## config.mk

```make
export PLATFORM = sky130hd
export DESIGN_NAME = nprach_occasion_scheduler
export DESIGN_NICKNAME = d
export VERILOG_FILES = /design/src/sv/nos_pkg.sv /design/src/sv/nprach_occasion_scheduler.sv
export SDC_FILE = /design/constraint.sdc
export NUM_CORES = 1
export LEC_CHECK = 0
export BUFFER_PORTS_ARGS = -buffer_cell sky130_fd_sc_hd__buf_2
export CORE_MARGIN = 5
export CORE_UTILIZATION = 65
export CTS_BUF_LIST = sky130_fd_sc_hd__clkbuf_4
export CTS_CLUSTER_DIAMETER = 80
export DETAILED_ROUTE_END_ITERATION = 7
export PLACE_DENSITY = 0.89
export SKIP_LAST_GASP = 1
export SYNTH_ARGS = -nofsm -noshare
export SYNTH_HDL_FRONTEND = slang
export SYNTH_SLANG_ARGS = --single-unit
```

## constraint.sdc

```tcl
create_clock -name clk -period 19.6 [get_ports clk]
set_clock_uncertainty 0.15 [all_clocks]
set_input_delay 2.94 -clock clk [delete_from_list [all_inputs] [get_ports clk]]
set_output_delay 2.94 -clock clk [all_outputs]
set_load 0.01 [all_outputs]
```

## src/sv/nos_pkg.sv

```systemverilog
// Shared constants, types and helper functions of the NPRACH occasion scheduler.
`timescale 1ns / 1ps

package nos_pkg;

    localparam int CLASS_SLOTS = 3;
    localparam int NUM_CLASSES_DEF = 3;

    localparam int SETUP_W = 42;
    localparam int CFG_INDEX_W = $clog2(CLASS_SLOTS);
    localparam int SUBFRAME_W = 32;
    localparam int LEFT_W = 10;
    localparam int TONES_W = 6;
    localparam int TOTAL_W = 8;

    localparam int PERIOD_W = 14;
    localparam int OFFSET_LO = 14;
    localparam int OFFSET_W = 14;
    localparam int REP_LO = 28;
    localparam int REP_W = 8;
    localparam int TONES_LO = 36;

    localparam logic [TONES_W-1:0] MAX_TONES = 6'd48;
    localparam logic [LEFT_W-1:0] MAX_LEFT = 10'd1023;

    typedef struct packed {
        logic [SUBFRAME_W-1:0] subframe;
        logic [CLASS_SLOTS-1:0] class_mask;
        logic [CLASS_SLOTS-1:0] started_mask;
        logic [TONES_W-1:0] tones_zero;
        logic [TONES_W-1:0] tones_one;
        logic [TONES_W-1:0] tones_two;
        logic [TOTAL_W-1:0] tones_total;
    } result_t;

    // Occasion length ceil(5.6 * rep) = (28 * rep + 4) / 5, saturated to the counter width.
    // The divide by five is a multiply by ceil(2^14 / 5); exact for the 13-bit dividend.
    function automatic logic [LEFT_W-1:0] occasion_length(input logic [REP_W-1:0] rep);
        logic [12:0] dividend;
        logic [25:0] product;
        logic [11:0] quotient;
        dividend = 13'(rep) * 13'd28 + 13'd4;
        product = 26'(dividend) * 26'd3277;
        quotient = product[25:14];
        if (quotient > 12'(MAX_LEFT))
            return MAX_LEFT;
        return quotient[LEFT_W-1:0];
    endfunction

    function automatic logic [TONES_W-1:0] clip_tones(input logic [TONES_W-1:0] tones);
        return (tones > MAX_TONES) ? MAX_TONES : tones;
    endfunction

endpackage

```

## src/sv/nprach_occasion_scheduler.sv

```systemverilog
// Top level of the NPRACH occasion scheduler: class state, report logic and output skid stage.
`timescale 1ns / 1ps

// Each input transfer on the in_valid/in_ready channel is one subframe tick. With hold low
// the report describes the current subframe and the counters then advance by one; with hold
// high the same subframe is reported again and nothing moves.
// Each tick produces exactly one report on the out_valid/out_ready channel, in order.
// Throughput is one tick per cycle while in_ready is high: the per-class compare, add and
// length logic sits between the class state registers and the report register. A two-entry
// output stage (report register plus skid register) keeps in_ready high while one report
// waits, so a stalled receiver only backs up the input once both entries are full.
// The configuration port writes one class setup per cycle; the user must write only while
// the block is idle, which the block itself does not enforce. A write restarts that class
// at its offset. A period of zero disables a class. Reset clears the subframe counter, the
// setups, the start flags and the remaining lengths, and empties the output stage; no clearing
// pass is needed, so a tick may be accepted as soon as reset is released.
module nprach_occasion_scheduler #(
    parameter int NUM_CLASSES = nos_pkg::NUM_CLASSES_DEF
) (
    input  logic                             clk,
    input  logic                             rst_n,
    input  logic                             cfg_wr_en,
    input  logic [nos_pkg::CFG_INDEX_W-1:0]  cfg_index,
    input  logic [nos_pkg::SETUP_W-1:0]      cfg_data,
    input  logic                             in_valid,
    output logic                             in_ready,
    input  logic                             hold,
    output logic                             out_valid,
    input  logic                             out_ready,
    output logic [nos_pkg::SUBFRAME_W-1:0]   subframe,
    output logic                             rach_active,
    output logic [nos_pkg::CLASS_SLOTS-1:0]  class_mask,
    output logic [nos_pkg::CLASS_SLOTS-1:0]  started_mask,
    output logic [nos_pkg::TONES_W-1:0]      tones_zero,
    output logic [nos_pkg::TONES_W-1:0]      tones_one,
    output logic [nos_pkg::TONES_W-1:0]      tones_two,
    output logic [nos_pkg::TOTAL_W-1:0]      tones_total
);

    logic                               in_xfer;
    logic                               advance;
    logic [nos_pkg::SUBFRAME_W-1:0]     count_reg;
    logic [nos_pkg::CLASS_SLOTS-1:0]    cls_active;
    logic [nos_pkg::CLASS_SLOTS-1:0]    cls_started;
    logic [nos_pkg::TONES_W-1:0]        cls_tones [nos_pkg::CLASS_SLOTS];
    nos_pkg::result_t                   res_next;
    nos_pkg::result_t                   out_reg;
    nos_pkg::result_t                   skid_reg;
    logic                               out_valid_reg;
    logic                               skid_valid_reg;

    assign in_ready = !skid_valid_reg;
    assign in_xfer = in_valid && in_ready;
    assign advance = !hold;

    always_ff @(posedge clk or negedge rst_n)
    begin
        if (!rst_n)
            count_reg <= '0;
        else if (in_xfer && advance)
            count_reg <= count_reg + 1'b1;
    end

    genvar g;
    generate
        for (g = 0; g < nos_pkg::CLASS_SLOTS; g++)
        begin : g_class
            if (g < NUM_CLASSES)
            begin : g_used
                logic [nos_pkg::SETUP_W-1:0]     setup_reg;
                logic                            start_valid_reg;
                logic [nos_pkg::SUBFRAME_W-1:0]  next_start_reg;
                logic [nos_pkg::LEFT_W-1:0]      left_reg;
                logic [nos_pkg::PERIOD_W-1:0]    period;
                logic [nos_pkg::OFFSET_W-1:0]    offset;
                logic [nos_pkg::REP_W-1:0]       rep;
                logic [nos_pkg::TONES_W-1:0]     tones;
                logic                            enabled;
                logic                            cfg_hit;
                logic [nos_pkg::SUBFRAME_W-1:0]  start_now;
                logic                            start;
                logic [nos_pkg::LEFT_W-1:0]      eff;
                logic                            busy;

                assign period = setup_reg[nos_pkg::PERIOD_W-1:0];
                assign offset = setup_reg[nos_pkg::OFFSET_LO +: nos_pkg::OFFSET_W];
                assign rep = setup_reg[nos_pkg::REP_LO +: nos_pkg::REP_W];
                assign tones = setup_reg[nos_pkg::TONES_LO +: nos_pkg::TONES_W];
                assign enabled = (period != '0);
                assign cfg_hit = cfg_wr_en && (cfg_index == nos_pkg::CFG_INDEX_W'(g));

                // The first tick after enabling starts the occasion grid at the offset.
                assign start_now = start_valid_reg ? next_start_reg
                                                   : nos_pkg::SUBFRAME_W'(offset);
                assign start = enabled && (count_reg == start_now);
                assign eff = start ? nos_pkg::occasion_length(rep) : left_reg;
                assign busy = enabled && (eff != '0);

                assign cls_active[g] = busy;
                assign cls_started[g] = busy && start;
                assign cls_tones[g] = busy ? nos_pkg::clip_tones(tones) : '0;

                always_ff @(posedge clk or negedge rst_n)
                begin
                    if (!rst_n)
                    begin
                        setup_reg <= '0;
                        start_valid_reg <= 1'b0;
                        left_reg <= '0;
                    end
                    else if (cfg_hit)
                    begin
                        setup_reg <= cfg_data;
                        start_valid_reg <= 1'b0;
                        left_reg <= '0;
                    end
                    else if (in_xfer)
                    begin
                        start_valid_reg <= enabled;
                        if (!enabled)
                            left_reg <= '0;
                        else if (advance)
                            left_reg <= (eff != '0) ? eff - 1'b1 : '0;
                    end
                end

                always_ff @(posedge clk)
                begin
                    if (in_xfer && enabled && !cfg_hit)
                    begin
                        if (start && advance)
                            next_start_reg <= start_now + nos_pkg::SUBFRAME_W'(period);
                        else
                            next_start_reg <= start_now;
                    end
                end
            end
            else
            begin : g_unused
                assign cls_active[g] = 1'b0;
                assign cls_started[g] = 1'b0;
                assign cls_tones[g] = '0;
            end
        end
    endgenerate

    always_comb
    begin
        res_next.subframe = count_reg;
        res_next.class_mask = cls_active;
        res_next.started_mask = cls_started;
        res_next.tones_zero = cls_tones[0];
        res_next.tones_one = cls_tones[1];
        res_next.tones_two = cls_tones[2];
        res_next.tones_total = nos_pkg::TOTAL_W'(cls_tones[0]) + nos_pkg::TOTAL_W'(cls_tones[1])
                             + nos_pkg::TOTAL_W'(cls_tones[2]);
    end

    // The skid register only fills while the report register is stalled; it drains first.
    always_ff @(posedge clk or negedge rst_n)
    begin
        if (!rst_n)
        begin
            out_valid_reg <= 1'b0;
            skid_valid_reg <= 1'b0;
        end
        else if (!out_valid_reg || out_ready)
        begin
            if (skid_valid_reg)
            begin
                out_valid_reg <= 1'b1;
                skid_valid_reg <= 1'b0;
            end
            else
                out_valid_reg <= in_xfer;
        end
        else if (in_xfer)
            skid_valid_reg <= 1'b1;
    end

    always_ff @(posedge clk)
    begin
        if (!out_valid_reg || out_ready)
        begin
            if (skid_valid_reg)
                out_reg <= skid_reg;
            else if (in_xfer)
                out_reg <= res_next;
        end
        else if (in_xfer)
            skid_reg <= res_next;
    end

    assign out_valid = out_valid_reg;
    assign subframe = out_reg.subframe;
    assign class_mask = out_reg.class_mask;
    assign started_mask = out_reg.started_mask;
    assign rach_active = (out_reg.class_mask != '0);
    assign tones_zero = out_reg.tones_zero;
    assign tones_one = out_reg.tones_one;
    assign tones_two = out_reg.tones_two;
    assign tones_total = out_reg.tones_total;

endmodule

```

Yosys cells after proc, flatten, opt, wreduce, memory -nomap -nowiden
Index checks and enable logic that the tools add are counted.
Operators by class
  mux-type cells: 50
  add/sub/neg operators: 12
  reduce and logical (&&, ||, !) cells: 48
  order comparisons: 6
  $mul: 6
  equal/unequal tests: 8
  bitwise gates (word level): 1
Operator list (number)
  $mux W10: 24
  $mux W32: 6
  $mux W64: 2
  $add A32 B14 Y32: 3
  $eq A32 B32 Y1: 3
  $mul A13 B12 Y25 const B: 3
  $reduce_bool A14 Y1: 3
  $add A13 B3 Y13 const B: 3
  $mux W6: 6
  $gt A11 B10 Y1 const B: 3
  $mul A8 B3 Y11 const B: 3
  $add A32 B1 Y32 const B: 1
  $reduce_bool A10 Y1: 3
  $sub A10 B1 Y10 const B: 3
  $logic_and A1 B1 Y1: 23
  $gt A6 B6 Y1 const B: 3
  $mux W1: 12
  $reduce_and A2 Y1: 5
  $reduce_bool A2 Y1: 5
  $ne A3 B2 Y1 const B: 3
  $add A7 B6 Y8: 1
  $add A6 B6 Y7: 1
  $logic_not A1 Y1: 6
  $reduce_bool A3 Y1: 1
  5 further kinds: 5
Word-level totals
  output and inout bits: 67
  flip-flop bits (word level): 417
  word-level logic and storage cells: 160

Depth between registers and ports, before layout
Gate-level depths: netlist (run 1).
  depth in word-level cells: 14
  gate-level depth with buffers: 47
  gate-level depth less buffers: 46

Worst setup path after synthesis (run 1)
OpenSTA, ideal clock, no wires.
  path kind: reg2reg
  start: register g_class[2].g_used.setup_reg[29] (netlist bit)
  end: register out_reg (netlist bit tones_total[7]) (data pin)
  setup slack: 9.095 ns
  cell stages (with the launch flop): 46
  arrival time: 10.095 ns
  clock period less this slack: 10.505 ns
  cells stage by stage: dfrtp_1 -> inv_1 -> fa_1 -> inv_1 -> ha_1 -> a21o_1 -> a21oi_1 -> o21bai_1 -> a21o_1 -> xnor2_1 -> xor2_1 -> xor2_1 -> inv_1 -> fa_1 -> inv_1 -> fa_1 -> fa_1 -> inv_1 -> [... 10 more ...] -> nand3_1 -> o21ai_0 -> ha_1 -> nand2_1 -> nor2_1 -> a21oi_1 -> nor4_4 -> a211oi_1 -> and2_1 -> fa_1 -> ha_1 -> fa_1 -> a21oi_1 -> nor2_1 -> nor2_1 -> nor2b_1 -> o21a_1 -> mux2_2
RTL lines
  from (decl): line nprach_occasion_scheduler.sv:70  | logic [nos_pkg::SETUP_W-1:0] setup_reg;
  from (signal assigned): line nprach_occasion_scheduler.sv:113  | setup_reg <= cfg_data;
  to (signal assigned): line nprach_occasion_scheduler.sv:186  | out_reg <= skid_reg;
  to (signal assigned): line nprach_occasion_scheduler.sv:188  | out_reg <= res_next;
  to (decl): line nprach_occasion_scheduler.sv:47  | nos_pkg::result_t out_reg;

==> impl_metrics.yaml, run 1 <==
synth:
  ys_types: 92
  synth_top_cell_by_area: "edfxtp_1"
  yosys_warnings: 0
  ys_seq_area_share_pct: 35.94
  synth_cells: 3123
  syn_area_mm2: 0.03216
  synth_area_leaders: "edfxtp_1, dfrtp_1, ha_1, fa_1, mux2_2"
  synth_ff_type: "edfxtp_1"
  synth_edf_count: 224
  async_reset_ff_share_pct: 46.28
  ys_ff_latch: 417
  synth_top_area_share_pct: 20.92
  syn_nets: 3614
  synth_area_per_cell_um2: 10.30
grt:
  grt_usage_pct: 30.16
  grt_pass1_vias: 25827
  antenna_found_initial: 7
  grt_remaining_overflow: 0
  grt_pass1_wl_um: 131400
  grt_max_degree: 121
timing:
  finalSetupViolations: 0
  timing.final.crit_period_ps: 11740
  slew_viol_final: 0
  fin_tns_setup_ps: 0
  hold_viol: 0
  worst_slew_pin_slew_ps: 1240
  rsz0062_at_grt: "no"
  min_period_over_period_pct: 59.91
  fmaxAchievable_mhz: 85.16
  slew_headroom_pct: 16.24
final_layout:
  final_common_cell: "inv_1"
  fill_cells: 3391
  largest_reg_flops: 126
  fin_nets: 3755
  drive_gt1_share_pct: 16.59
  final_cell_mix: "inv_1, ha_1, edfxtp_1, nand2_1, mux2_2"
  area_growth_pct: 8.287
detailed_routing:
  wl_met2_um: 39430
  drt_iter0_drc: 2436
  ant_nets: 0
  wirelength_um: 81260
  routed_via_density: 6.212
  wl_met3_um: 7062
  dr.max_layer_used: "met4"
  drt-met1-wl_um: 31770
  drc: 0
  via_count: 25023
  post_drt_wl_per_cell_um: 20.17
  first_pass_iters: 6
clock_network:
  clock-sinks: 417
  htree_levels: 3
  clk_pin_slew_ps: 60
  hold_buffers: 0
  cts_inserted_buffers: 108
  max-clock-path-buffers: 3
  post_cts_buffers: 0
  worstSkewPairLatency_ps: 920
  root_buffer: "clkbuf_4"
  ctsResizeCount: 0
  cts_tree: "built"
worst_setup_path:
  cp.arrival_ps: 12230
  crit_fanout: 12
  max_stage_delay_ps: 750
  crit_top_cell: "fa_1"
  worst_setup_path_start_kind: "register"
  end_kind: "register"
  critical_path_class: "reg2reg"
  slowest_stage: "xnor2_1"
  cp.required_ps: 20090
floorplanning:
  fp-row-count: 81
  initial_utilization_pct: 65.69
  die_x_um: 232.4
  coreArea_mm2: 0.04895
  dieArea_mm2: 0.05402
  io_pins: 117
  die_y_um: 232.4
placement:
  portBuffers: 116
  place.gp.congestion: 0.9574
  hpwl_um: 60240
run:
  drv_cap: 0
min_path:
  min_path_type: "reg2reg"
status:
  status: "finished clean"
-- layout make-up --
cell class	count	area, µm²	area share [%]
diodes	6	15.01	0.04312
clock buffers	159	1194	3.428
clock inverters	45	275.3	0.7905
inverters	346	1299	3.730
multi-input cells	2252	18890	54.24
flip-flops and latches	417	11560	33.19
well taps	664	830.8	2.386
repair buffers	139	762.0	2.188
-- final timing paths --
path	slack, ps	depth (start not counted)	endpoint	start
max in group asynchronous	15560	2	g_class[1].g_used.start_valid_reg$_DFFE_PN0P_	rst_n
setup reg to reg	7860	42	tones_total[7]$_DFFE_PP_	g_class[1].g_used.setup_reg[29]$_DFFE_PN0P_
min in group asynchronous	1990	1	g_class[1].g_used.setup_reg[26]$_DFFE_PN0P_	rst_n
setup / recovery	7860	42	tones_total[7]$_DFFE_PP_	g_class[1].g_used.setup_reg[29]$_DFFE_PN0P_
hold / removal	340	1	g_class[1].g_used.left_reg[8]$_DFFE_PN0P_	g_class[1].g_used.left_reg[8]$_DFFE_PN0P_
hold reg to reg	340	1	g_class[1].g_used.left_reg[8]$_DFFE_PN0P_	g_class[1].g_used.left_reg[8]$_DFFE_PN0P_
-- metal layers --
metal	vias to the layer above	track usage, %
met5	-	0
met4	0	12.35
met3	228	5.418
met2	1178	50.57
met1	12243	39.04
li1	11374	-
-- per-stage QoR --
stage	hold WS, ps	area, µm²	std cells	setup slack [ps]	util, %
floorplan	269.6	32160	3123	9095	-
global placement	316.0	33340	3818	8341	68.11
detailed placement	319.9	33340	3818	7988	68.11
CTS	341.0	34810	4022	7977	71.11
global route	370.5	34820	4028	7076	71.14
finish	342.1	34820	4028	7858	71.14
-- Yosys cell counts, types with 22 or more instances --
master    count
mux2_2      193
a31oi_1      32
a21oi_1     123
nand3_1      69
nor2_1      179
inv_1       341
fa_1        131
mux2i_1      26
dfrtp_1     193
xnor2_1     137
nand2_1     203
nand2b_1     26
a21o_1       46
nor2b_1      22
o21ai_0     119
and2_1       41
and3_1       35
ha_1        310
edfxtp_1    224
nor4_1       40
nor3_1       45
clkbuf_1     78
xor2_1      130
nand4_1      28
or3_1        26
-- worst max-delay path, delay by kind of cell, from the launching register on --
family / cells / cell delay (ps)
xor gates and xnor gates: 4 / 1960
AOI/OAI and AO/OA: 12 / 2460
buffers and inverters: 7 / 640
muxes: 1 / 260
and+or+nand+nor: 7 / 1010
adders and majority gates: 11 / 4580
DFF: 1 / 420
-- cells by family after synthesis --
group | after synthesis | share of synthesized area, %
AOI/OAI and AO/OA | 516 | 10.44
xor gates and xnor gates | 267 | 7.272
adders and majority gates | 441 | 20.22
buffers and inverters | 454 | 5.428
DFF | 417 | 35.94
muxes | 221 | 7.657
and+or+nand+nor | 807 | 13.05
Power of run 1 is not shown: default switching activity piles up to over one toggle a cycle in this logic, so the estimate is an artifact.
==> run 2, diff against run 1 <==
Settings changed: ABC_AREA set to 1.
Clock period 19.6 ns to 12 ns, I/O delays scaled along.
==> impl_metrics.yaml, run 2 <==
clock_network:
  root_buffer: "clkbuf_4"
  worstSkewPairLatency_ps: 890
  clock-sinks: 417
  cts_inserted_buffers: 107
  ctsResizeCount: 0
  post_cts_buffers: 0
  clk_pin_slew_ps: 60
  htree_levels: 3
  hold_buffers: 0
  cts_tree: "built"
  max-clock-path-buffers: 3
timing:
  min_period_over_period_pct: 83.66
  rsz0062_at_grt: "no"
  finalSetupViolations: 0
  slew_viol_final: 0
  hold_viol: 0
  fin_tns_setup_ps: 0
  worst_slew_pin_slew_ps: 990.6
  timing.final.crit_period_ps: 10040
  slew_headroom_pct: 33.96
  fmaxAchievable_mhz: 99.61
run:
  drv_cap: 0
placement:
  hpwl_um: 65100
  portBuffers: 116
  place.gp.congestion: 0.9691
floorplanning:
  die_y_um: 235.1
  fp-row-count: 82
  dieArea_mm2: 0.05525
  die_x_um: 235.1
  coreArea_mm2: 0.05017
  io_pins: 117
  initial_utilization_pct: 65.62
final_layout:
  drive_gt1_share_pct: 11.72
  area_growth_pct: 8.155
  fill_cells: 3659
  final_common_cell: "nand2_1"
  final_cell_mix: "nand2_1, inv_1, ha_1, nor2_1, o21ai_0"
  largest_reg_flops: 126
  fin_nets: 4554
worst_setup_path:
  worst-path-buf-inv: 4
  regToRegStartpoint: "g_class[2].g_used.setup_reg[28]$_DFFE_PN0P_"
  worst_setup_path_start_kind: "register"
  end_kind: "register"
  rrSetupSlack_ps: 1960
  slowest_stage: "fa_1"
  r2r-end: "tones_total[7]$_DFFE_PP_"
  cp.required_ps: 12470
  crit_fanout: 10
  max_stage_delay_ps: 540
  cp.arrival_ps: 10510
  cp_top_family: "adder cells"
  crit_top_cell: "fa_1"
  critical_path_class: "reg2reg"
  rr_worst_depth: 42
grt:
  grt_usage_pct: 30.44
  grt_remaining_overflow: 0
  met3_usage_pct: 7.071
  antenna_found_initial: 4
  use_met1_pct: 41.61
  top_usage_layer: "met2"
  grt_pass1_vias: 27099
  gr-usage-met2_pct: 48.33
  grt_max_degree: 102
  grt_pass1_wl_um: 138000
min_path:
  hold_start: "g_class[2].g_used.setup_reg[20]$_DFFE_PN0P_"
  min_path_type: "reg2reg"
  whs_endpoint: "g_class[2].g_used.setup_reg[20]$_DFFE_PN0P_"
  hold_depth: 2
detailed_routing:
  routed_via_density: 5.672
  drt_iter0_drc: 2415
  ant_nets: 0
  post_drt_wl_per_cell_um: 17.56
  wirelength_um: 84880
  drc: 0
  via_count: 27411
  first_pass_iters: 6
synth:
  async_reset_ff_share_pct: 46.28
  synthTopCellsByCount: "nand2_1, inv_1, ha_1, nor2_1, o21ai_0"
  synth_area_leaders: "edfxtp_1, dfrtp_1, ha_1, nand2_1, fa_1"
  ys_types: 67
  synth_ff_type: "edfxtp_1"
  ys_seq_area_share_pct: 35.10
  ys_ff_latch: 417
  synth_cells: 3891
  syn_nets: 4382
  synth_edf_count: 224
  synth_top_area_share_pct: 20.43
  synth_area_per_cell_um2: 8.462
  synth_top_cell_by_area: "edfxtp_1"
  yosysMostFrequentCell: "nand2_1"
  yosys_warnings: 0
  syn_area_mm2: 0.03292
status:
  status: "finished clean"
## run 2: worst min-delay path, delay by kind of cell (launching register included)
| kind | cells | cell delay [ps] |
|---|---|---|
| AO/OA/AOI/OAI | 1 | 60 |
| AND/OR/NAND/NOR | 1 | 50 |
| flip-flops | 1 | 340 |
## run 2: worst max path at each step
stage	cells past startpoint	to	slack (ps)	start
after floorplan	44	tones_total[5]$_DFFE_PP_	2940	g_class[1].g_used.setup_reg[28]$_DFFE_PN0P_
after global placement	39	tones_total[6]$_DFFE_PP_	2300	g_class[1].g_used.setup_reg[28]$_DFFE_PN0P_
after detailed placement	42	tones_total[7]$_DFFE_PP_	1930	g_class[2].g_used.setup_reg[28]$_DFFE_PN0P_
after CTS	43	tones_total[7]$_DFFE_PP_	2000	g_class[2].g_used.setup_reg[29]$_DFFE_PN0P_
after global routing	43	tones_total[6]$_DFFE_PP_	1120	g_class[1].g_used.setup_reg[29]$_DFFE_PN0P_
final	42	tones_total[7]$_DFFE_PP_	1960	g_class[2].g_used.setup_reg[28]$_DFFE_PN0P_
## run 2: cells by family (layout without fill, tap and decap cells)
kind of cell / after synthesis / after routing / share of synthesized area, %
other cells: 0 / 5 / 0
compound gates: 471 / 471 / 7.821
simple gates: 1600 / 1600 / 21.77
xor+xnor: 268 / 268 / 7.220
buf+inv: 694 / 959 / 8.345
fa+ha+maj: 441 / 441 / 19.75
flops: 417 / 417 / 35.10
## run 2: metal layers
layer  vias to the layer above  wire length (µm)
li1                      13012                 -
met3                       229              9099
met4                         0              2966
met2                      1342             38240
met5                         -                 0
met1                     12828             34580
## run 2: through the flow
| step | utilization, % | setup slack, ps | hold slack, ps | instances | instance area (µm²) |
|---|---|---|---|---|---|
| final | 70.98 | 1961 | 337.1 | 4833 | 35610 |
| after detailed placement | 68.06 | 1926 | 319.9 | 4626 | 34150 |
| after global routing | 70.97 | 1122 | 354.8 | 4831 | 35600 |
| after CTS | 70.95 | 2002 | 338.3 | 4828 | 35600 |
| after global placement | 68.06 | 2298 | 312.3 | 4626 | 34150 |
| after floorplan | - | 2935 | 273.1 | 3891 | 32920 |
## run 2: cell type report
| type | instances | area, µm² | share of cell area [%] |
|---|---|---|---|
| multi-input combinational | 2780 | 18670 | 52.42 |
| tap | 672 | 840.8 | 2.361 |
| timing repair buffer | 134 | 724.4 | 2.034 |
| inverter | 623 | 2359 | 6.623 |
| clock buffer | 168 | 1261 | 3.542 |
| antenna | 5 | 12.51 | 0.03514 |
| sequential | 417 | 11560 | 32.46 |
| clock inverter | 34 | 188.9 | 0.5306 |
Power of run 2 is left out for the same reason.
